## src/dvof_pkg.sv

```systemverilog
// ----------------------------------------------------------------------------
// dvof_pkg
// Types and constants of the delta-R veto overlap filter.
// ----------------------------------------------------------------------------
package dvof_pkg;

	// input word kinds, carried on tuser
	typedef enum logic [1:0] {
		OP_CLEAR = 2'd0,
		OP_LOAD  = 2'd1,
		OP_TEST  = 2'd2
	} op_t;

	// configuration register indexes
	localparam logic REG_DR_CUT_SQ  = 1'b0;
	localparam logic REG_MIN_PASS   = 1'b1;

	localparam int CUT_W            = 27;
	localparam int CNT_W            = 7;
	localparam logic [CUT_W-1:0] DR_CUT_SQ_RST = 27'd167772;
	localparam logic [CNT_W-1:0] MIN_PASS_RST  = 7'd1;
	localparam logic [CNT_W-1:0] KEPT_MAX      = 7'd64;

	// phi in 2^-10 rad: full and half turn
	localparam int PHI_TURN         = 6434;
	localparam int PHI_HALF_TURN    = 3217;
	// 0.01^2 in 2^-20 units, rounded up
	localparam int SMALL_DR_SQ      = 105;

	// one veto particle or candidate
	typedef struct packed {
		logic signed [13:0] eta;
		logic signed [12:0] phi;
		logic        [15:0] pt;
	} entry_t;

	// control travelling with the compare pipe
	typedef struct packed {
		logic vld;	// entry is a stored veto entry
		logic fin;	// final step of the ring pass
	} cmp_ctl_t;

	typedef struct packed {
		logic close;	// entry vetoes the candidate
		logic fin;
	} cmp_res_t;

endpackage

```

## src/dvof_cell.sv

```systemverilog
// ----------------------------------------------------------------------------
// dvof_cell
// One place of the veto ring: holds one entry, takes its neighbour's entry
// (or a fresh one when injecting) on each shift.
// ----------------------------------------------------------------------------
module dvof_cell (
	input  logic            clk,
	input  logic            shift,
	input  logic            inject,
	input  dvof_pkg::entry_t nbr,
	input  dvof_pkg::entry_t ext,
	output dvof_pkg::entry_t q
);

	dvof_pkg::entry_t ent_q;

	// payload only, no reset
	always_ff @(posedge clk) begin
		if (shift) begin
			ent_q <= inject ? ext : nbr;
		end
	end

	assign q = ent_q;

endmodule

```

## src/dvof_cmp.sv

```systemverilog
// ----------------------------------------------------------------------------
// dvof_cmp
// Three-stage compare of the candidate with one veto entry per cycle:
// differences and phi wrap, squares and pt test, sum and cuts.
// ----------------------------------------------------------------------------
module dvof_cmp (
	input  logic                          clk,
	input  logic                          arst_n,
	input  dvof_pkg::entry_t              cand,
	input  dvof_pkg::entry_t              ent,
	input  dvof_pkg::cmp_ctl_t            ctl,
	input  logic [dvof_pkg::CUT_W-1:0]    dr_cut_sq,
	output dvof_pkg::cmp_res_t            res
);

	logic signed [13:0] dp_raw;
	logic signed [12:0] dp_wrap;
	logic signed [14:0] de_s1;
	logic signed [12:0] dp_s1;
	logic signed [16:0] pd_s1;
	logic        [15:0] vpt_s1;
	dvof_pkg::cmp_ctl_t ctl_s1;

	logic signed [29:0] de_sq;
	logic signed [25:0] dp_sq;
	logic signed [23:0] pd_x100;
	logic        [27:0] de2_s2;
	logic        [23:0] dp2_s2;
	logic               ptok_s2;
	dvof_pkg::cmp_ctl_t ctl_s2;

	logic        [28:0] d2;
	dvof_pkg::cmp_res_t res_s3;

	// phi difference wrapped once into +-half turn
	always_comb begin
		dp_raw = 14'(cand.phi) - 14'(ent.phi);
		dp_wrap = 13'(dp_raw);
		if (dp_raw > $signed(14'(dvof_pkg::PHI_HALF_TURN))) begin
			dp_wrap = 13'(dp_raw - $signed(14'(dvof_pkg::PHI_TURN)));
		end else if (dp_raw < -$signed(14'(dvof_pkg::PHI_HALF_TURN))) begin
			dp_wrap = 13'(dp_raw + $signed(14'(dvof_pkg::PHI_TURN)));
		end
	end

	// stage 1: differences
	always_ff @(posedge clk) begin
		de_s1  <= 15'(cand.eta) - 15'(ent.eta);
		dp_s1  <= dp_wrap;
		pd_s1  <= $signed({1'b0, cand.pt}) - $signed({1'b0, ent.pt});
		vpt_s1 <= ent.pt;
	end

	// stage 2: squares, relative pt excess below veto pt
	assign de_sq   = de_s1 * de_s1;
	assign dp_sq   = dp_s1 * dp_s1;
	assign pd_x100 = (24'(pd_s1) <<< 6) + (24'(pd_s1) <<< 5) + (24'(pd_s1) <<< 2);

	always_ff @(posedge clk) begin
		de2_s2  <= de_sq[27:0];
		dp2_s2  <= dp_sq[23:0];
		ptok_s2 <= pd_x100 < $signed({8'd0, vpt_s1});
	end

	// stage 3: squared distance against both cuts
	assign d2 = {1'b0, de2_s2} + {5'd0, dp2_s2};

	always_ff @(posedge clk or negedge arst_n) begin
		if (!arst_n) begin
			ctl_s1 <= '0;
			ctl_s2 <= '0;
			res_s3 <= '0;
		end else begin
			ctl_s1       <= ctl;
			ctl_s2       <= ctl_s1;
			res_s3.fin   <= ctl_s2.fin;
			res_s3.close <= ctl_s2.vld &&
				((d2 < 29'(dvof_pkg::SMALL_DR_SQ) && ptok_s2) || d2 < {2'b0, dr_cut_sq});
		end
	end

	assign res = res_s3;

endmodule

```

## src/delta_r_veto_overlap_filter_top.sv

```systemverilog
// Sequence: a test word passes the states RUN, DRAIN and OUT and gives one
// result; clear and load words give no result. No new word is taken until
// a test word's result is registered; the test makes one full turn of the
// veto ring through the single compare pipe (one entry per cycle).
// Reset: asynchronous, clears the table count, kept count and all control;
// config registers return to dr_cut_sq 167772 and min_pass_count 1.
// ----------------------------------------------------------------------------
// delta_r_veto_overlap_filter_top
// Per-event overlap removal: veto entries sit in a ring of cells that turns
// once per candidate, feeding a pipelined dR compare.
// ----------------------------------------------------------------------------
module delta_r_veto_overlap_filter_top #(
	parameter int MAX_VETO = 64
) (
	input  logic        clk,
	input  logic        arst_n,
	// config write port
	input  logic        cfg_we,
	input  logic        cfg_addr,
	input  logic [26:0] cfg_wdata,
	// input stream
	input  logic        s_tvalid,
	output logic        s_tready,
	input  logic [47:0] s_tdata,	// eta[13:0], phi[26:14], pt[42:27], zero fill
	input  logic [1:0]  s_tuser,	// op
	input  logic        s_tlast,
	// result stream
	output logic        m_tvalid,
	input  logic        m_tready,
	output logic [15:0] m_tdata,	// keep[0], kept_count[7:1], event_pass[8], zero fill
	output logic        m_tlast
);

	localparam int IW = (MAX_VETO > 1) ? $clog2(MAX_VETO) : 1;
	localparam int CW = $clog2(MAX_VETO + 1);

	typedef enum logic [3:0] {
		ST_IDLE  = 4'b0001,
		ST_RUN   = 4'b0010,
		ST_DRAIN = 4'b0100,
		ST_OUT   = 4'b1000
	} state_t;

	state_t                         state_q;
	logic [IW-1:0]                  step_q;
	logic [CW-1:0]                  count_q;
	logic [dvof_pkg::CNT_W-1:0]     kept_q;
	logic [dvof_pkg::CUT_W-1:0]     cut_q;
	logic [dvof_pkg::CNT_W-1:0]     min_pass_q;
	logic                           hit_q;
	logic                           keep_q;
	dvof_pkg::entry_t               cand_q;
	logic                           last_q;

	logic                           m_tvalid_q;
	logic                           keep_out_q;
	logic [dvof_pkg::CNT_W-1:0]     kept_out_q;
	logic                           pass_out_q;
	logic                           last_out_q;

	dvof_pkg::entry_t               in_ent;
	dvof_pkg::op_t                  op;
	logic                           in_acc;
	logic                           do_load;
	logic                           shift;
	logic                           last_step;
	logic                           emit;
	logic [dvof_pkg::CNT_W-1:0]     kept_n;
	dvof_pkg::cmp_ctl_t             ctl;
	dvof_pkg::cmp_res_t             res;
	dvof_pkg::entry_t               cell_w [MAX_VETO];

	// input word unpacking
	assign in_ent.eta = $signed(s_tdata[13:0]);
	assign in_ent.phi = $signed(s_tdata[26:14]);
	assign in_ent.pt  = s_tdata[42:27];
	assign op         = dvof_pkg::op_t'(s_tuser);

	assign s_tready  = (state_q == ST_IDLE);
	assign in_acc    = s_tvalid && s_tready;
	assign do_load   = in_acc && op == dvof_pkg::OP_LOAD && count_q != CW'(MAX_VETO);
	assign last_step = step_q == IW'(MAX_VETO - 1);
	assign shift     = do_load || state_q == ST_RUN;
	assign emit      = state_q == ST_OUT && (!m_tvalid_q || m_tready);

	// veto ring: loads enter at the tail, a test turns it once round
	for (genvar i = 0; i < MAX_VETO; i++) begin : g_cell
		dvof_cell u_cell (
			.clk    (clk),
			.shift  (shift),
			.inject (do_load && i == MAX_VETO - 1),
			.nbr    (cell_w[(i + 1) % MAX_VETO]),
			.ext    (in_ent),
			.q      (cell_w[i])
		);
	end

	// stored entries occupy the top count_q cells
	assign ctl.vld = state_q == ST_RUN &&
		((CW + 1)'(step_q) + (CW + 1)'(count_q)) >= (CW + 1)'(MAX_VETO);
	assign ctl.fin = state_q == ST_RUN && last_step;

	dvof_cmp u_cmp (
		.clk       (clk),
		.arst_n    (arst_n),
		.cand      (cand_q),
		.ent       (cell_w[0]),
		.ctl       (ctl),
		.dr_cut_sq (cut_q),
		.res       (res)
	);

	// saturating kept count including this candidate
	assign kept_n = (keep_q && kept_q < dvof_pkg::KEPT_MAX) ?
		kept_q + dvof_pkg::CNT_W'(1) : kept_q;

	// config registers
	always_ff @(posedge clk or negedge arst_n) begin
		if (!arst_n) begin
			cut_q      <= dvof_pkg::DR_CUT_SQ_RST;
			min_pass_q <= dvof_pkg::MIN_PASS_RST;
		end else if (cfg_we) begin
			case (cfg_addr)
				dvof_pkg::REG_DR_CUT_SQ: begin
					cut_q <= cfg_wdata;
				end
				dvof_pkg::REG_MIN_PASS: begin
					min_pass_q <= cfg_wdata[dvof_pkg::CNT_W-1:0];
				end
				default: begin
				end
			endcase
		end
	end

	// candidate hold
	always_ff @(posedge clk) begin
		if (in_acc && op == dvof_pkg::OP_TEST) begin
			cand_q <= in_ent;
			last_q <= s_tlast;
		end
	end

	// sequencer, table count and kept count
	always_ff @(posedge clk or negedge arst_n) begin
		if (!arst_n) begin
			state_q <= ST_IDLE;
			step_q  <= '0;
			count_q <= '0;
			kept_q  <= '0;
			hit_q   <= 1'b0;
			keep_q  <= 1'b0;
		end else begin
			case (state_q)
				ST_IDLE: begin
					if (in_acc) begin
						case (op)
							dvof_pkg::OP_CLEAR: begin
								count_q <= '0;
								kept_q  <= '0;
							end
							dvof_pkg::OP_LOAD: begin
								if (do_load) begin
									count_q <= count_q + CW'(1);
								end
							end
							dvof_pkg::OP_TEST: begin
								step_q  <= '0;
								hit_q   <= 1'b0;
								state_q <= ST_RUN;
							end
							default: begin
							end
						endcase
					end
				end
				ST_RUN: begin
					hit_q  <= hit_q | res.close;
					step_q <= step_q + IW'(1);
					if (last_step) begin
						state_q <= ST_DRAIN;
					end
				end
				ST_DRAIN: begin
					hit_q <= hit_q | res.close;
					if (res.fin) begin
						keep_q  <= !(hit_q || res.close);
						state_q <= ST_OUT;
					end
				end
				ST_OUT: begin
					if (emit) begin
						kept_q  <= last_q ? '0 : kept_n;
						state_q <= ST_IDLE;
					end
				end
				default: begin
					state_q <= ST_IDLE;
				end
			endcase
		end
	end

	// output register
	always_ff @(posedge clk or negedge arst_n) begin
		if (!arst_n) begin
			m_tvalid_q <= 1'b0;
		end else if (emit) begin
			m_tvalid_q <= 1'b1;
		end else if (m_tready) begin
			m_tvalid_q <= 1'b0;
		end
	end

	always_ff @(posedge clk) begin
		if (emit) begin
			keep_out_q <= keep_q;
			kept_out_q <= kept_n;
			pass_out_q <= last_q && kept_n >= min_pass_q;
			last_out_q <= last_q;
		end
	end

	assign m_tvalid = m_tvalid_q;
	assign m_tdata  = {7'd0, pass_out_q, kept_out_q, keep_out_q};
	assign m_tlast  = last_out_q;

endmodule

```

## config.mk

```make
export PLATFORM = sky130hd
export DESIGN_NAME = delta_r_veto_overlap_filter_top
export DESIGN_NICKNAME = d
export VERILOG_FILES = /design/src/dvof_pkg.sv /design/src/dvof_cell.sv /design/src/dvof_cmp.sv /design/src/delta_r_veto_overlap_filter_top.sv
export SDC_FILE = /design/constraint.sdc
export NUM_CORES = 2
export LEC_CHECK = 0
export BUFFER_PORTS_ARGS = -buffer_cell sky130_fd_sc_hd__buf_2
export CAP_MARGIN = 10
export CORE_AREA = 4 4 526 528
export CTS_CLUSTER_SIZE = 40
export DETAILED_ROUTE_END_ITERATION = 10
export DIE_AREA = 0 0 530 532
export PLACE_DENSITY_LB_ADDON = 0.2
export SYNTH_ARGS = -nofsm -noshare
export SYNTH_HDL_FRONTEND = slang
export SYNTH_SLANG_ARGS = --single-unit
```

## constraint.sdc

```tcl
create_clock -name clk -period 84.9 [get_ports clk]
set_clock_uncertainty 0.1 [all_clocks]
set_input_delay 12.735 -clock clk [delete_from_list [all_inputs] [get_ports clk]]
set_output_delay 12.735 -clock clk [all_outputs]
set_load 0.01 [all_outputs]
```

==> impl_metrics.yaml <==
min_path:
  hold_end: "u_cmp.res[0]"
  whs_path_depth: 0
  hold_path_class: "register to register"
  hold_start: "u_cmp.ctl_s2[0]"
setup_path:
  rrSetupSlack_ps: 77730
  cp-end-kind: "register"
  path_cells: "buf_2, nor3b_1, nand3_1, buf_4, nand2_4, buf_4, buf_4, buf_12, buf_4, buf_4"
  worst_setup_path_start_kind: "primary input"
  critical-path-max-stage-delay_ps: 900
  cp.buffers_inverters: 7
  cp_common_cell: "buf_4"
  path_delay_family: "buffers and inverters"
  reg2reg_depth: 11
  r2r-start: "state_q[0]"
  cp.arrival_ps: 18390
  crit_type: "primary input to register"
  reg2reg_to: "g_cell[55].u_cell.q[26]"
  cpMaxStageDelayCell: "buf_4"
  cp.required_ps: 85290
  worst-path-max-fanout: 186
sta:
  fin_crit_sh: 0.2120
  slew_headroom: 0.1974
  fin_crit_ps: 18000
  tightest_slew_ps: 1204
  timing.fmax_mhz: 55.57
  grt_setup_unrepaired: "no"
  hold_viol: 0
  setup_viol_count_final: 0
  slew_viol_final: 0
  fin_tns_setup_ps: 0
global_route:
  antenna_found_initial: 9
  overflow: 0
  grt_util_all_layers: 0.1144
  grt_pass1_wl_um: 258500
  grt_max_degree: 203
  grt_pass1_vias: 45955
yosys:
  synth_edf_count: 2806
  syn_avg_cell_area_um2: 19.84
  synth_ff_type: "edfxtp_1"
  synth_cell_type_count: 94
  async_flop_share: 0.02245
  netlist_area_mm2: 0.1086
  syn_inst: 5471
  ys_ff_latch: 2985
  yosysSeqAreaShare: 0.8124
  yosys_warnings: 0
route:
  wl_um: 161100
  via_per_inst: 4.602
  drc_errors: 0
  ant_nets: 0
  wl_per_cell_um: 16.61
  drt_iter0_drc: 3534
  via_count: 44646
  drt_first_pass_iters: 7
floorplan:
  initial_core_util: 0.3985
  die_height_um: 532
  placementRows: 192
  die_area_mm2: 0.2820
  core_mm2: 0.2724
  chipWidth_um: 530
  ioPinCount: 103
finish:
  nFillCells: 23106
  instances_no_fill: 9701
  drive_above_1_share: 0.1047
  area_delta_synth_final_pct: 13.71
  final_nets: 6567
clock_tree:
  htreeDepth: 5
  cts_setup_buffers: 0
  cts_tree: "built"
  clkSlewWorstSetupHoldPaths_ps: 50
  clock_path_buffers: 4
  clk_latency_ps: 880
  clock_sinks: 2985
  cts_resized: 0
  hold_buffers: 0
  numCtsBuffers: 306
  cts_root_buf: "clkbuf_16"
placed_design:
  portBuffers: 90
  dp_hpwl_um: 96550
  routabilityCongestion: 0.7885
  placed_cells: 9133
run_status:
  status: "complete, no violations"
run:
  maxCapViolCount: 0
-- worst register-to-register path: stages, from the launching register on --
cell and delay (ps):
dfstp_2 580, nor4b_2 380, inv_1 210, nor3b_1 430, nand3_1 130, buf_4 220, nand2_4 680, buf_4 660
buf_4 800, buf_12 760, buf_4 1070, buf_4 790
-- cell usage after synthesis, types with 13 or more instances --
master	instances	area share
dfrtp_1	55	0.013
nor3_1	42	0.0019
nor2_1	124	0.0043
a21oi_1	74	0.0034
ha_1	287	0.033
o21a_1	17	0.0012
edfxtp_1	2806	0.78
inv_1	569	0.020
fa_1	344	0.063
a21o_1	38	0.0026
xnor2_1	106	0.0086
xor2_1	38	0.0031
nand3_1	21	0.00097
a211oi_1	18	0.0012
nor2b_1	36	0.0021
or3_1	14	0.00081
nand4_1	15	0.00086
and2_1	92	0.0053
and3_1	22	0.0013
clkbuf_1	52	0.0018
nand2b_1	18	0.0010
o211ai_1	13	0.00090
nand2_1	221	0.0076
o21ai_0	129	0.0059
dfxtp_1	112	0.021
-- state kept, by name, indices dropped and copies added (netlist names), 2 cells and up --
name             count
g_cell.u_cell.q   2752
cand_q              43
cut_q               27
u_cmp.de2_s2        27
u_cmp.dp2_s2        23
u_cmp.pd_s1         17
u_cmp.vpt_s1        16
u_cmp.de_s1         15
u_cmp.dp_s1         13
count_q              7
kept_out_q           7
kept_q               7
min_pass_q           7
step_q               6
state_q              4
u_cmp.ctl_s1         2
u_cmp.ctl_s2         2
u_cmp.res            2
-- kinds of logic after synthesis --
| logic type | share of synthesized area |
|---|---|
| adders and majority gates | 0.09652 |
| other | 0.00003454 |
| xor gates and xnor gates | 0.01183 |
| DFF | 0.8124 |
| buffers and inverters | 0.02237 |
| muxes | 0.001498 |
| and+or+nand+nor | 0.02930 |
| AOI/OAI and AO/OA | 0.02603 |
-- worst max-delay path by stage --
stage	from	end	slack, ps	depth (start not counted)
floorplan	s_tvalid	g_cell[0].u_cell.q[0]	9160	3
global placement	s_tuser[1]	g_cell[54].u_cell.q[21]	66030	10
detailed placement	s_tuser[1]	g_cell[50].u_cell.q[20]	65910	10
CTS	s_tuser[1]	g_cell[47].u_cell.q[27]	66930	10
global route	s_tuser[1]	g_cell[49].u_cell.q[28]	66460	10
finish	s_tuser[1]	g_cell[55].u_cell.q[26]	66900	10
-- routing by layer --
metal | track usage | vias up | part of all wire
li1 | - | 20863 | -
met1 | 0.1717 | 22837 | 0.48
met2 | 0.1681 | 646 | 0.45
met3 | 0.02237 | 300 | 0.041
met4 | 0.03719 | 0 | 0.029
met5 | 0 | - | 0
-- final cells by class --
type | count | area (µm²) | area share
clock inverters | 187 | 1782 | 0.01443
diodes | 9 | 22.52 | 0.0001825
inverters | 569 | 2136 | 0.01730
repair buffers | 133 | 813.3 | 0.006589
clock buffers | 372 | 8019 | 0.06496
well taps | 3589 | 4491 | 0.03638
flip-flops and latches | 2985 | 88190 | 0.7145
multi-input cells | 1857 | 17980 | 0.1457
-- metrics by stage --
step                        util  instance area [µm²]  hold WS (ps)  worst slack, ps
after floorplan                -               108600         231.2             9158
after global placement    0.4171               113600         239.0            66030
after detailed placement  0.4171               113600         236.5            65910
after CTS                 0.4530               123400         248.8            66930
after global routing      0.4531               123400         258.1            66460
final                     0.4531               123400         248.7            66900
-- cell usage in the layout (no fill, tap or decap), types with 14 or more instances in the layout --
master,Yosys,final
edfxtp_1,2806,2806
inv_1,569,569
fa_1,344,344
clkbuf_16,0,309
ha_1,287,287
nand2_1,221,220
o21ai_0,129,129
nor2_1,124,123
dfxtp_1,112,112
xnor2_1,106,106
and2_1,92,92
buf_2,3,89
a21oi_1,74,74
clkinv_1,0,62
clkinv_2,0,58
clkbuf_1,52,58
dfrtp_1,55,55
nor3_1,42,42
buf_4,9,41
a21o_1,38,38
xor2_1,38,38
nor2b_1,36,34
bufinv_16,0,23
and3_1,22,21
nand3_1,21,21
a211oi_1,18,18
nand2b_1,18,18
o21a_1,17,17
nand4_1,15,15
or3_1,14,14
Power is left out: the tool's default activity adds up to more than one toggle a clock period on the data nets, which glitch-free logic cannot reach.
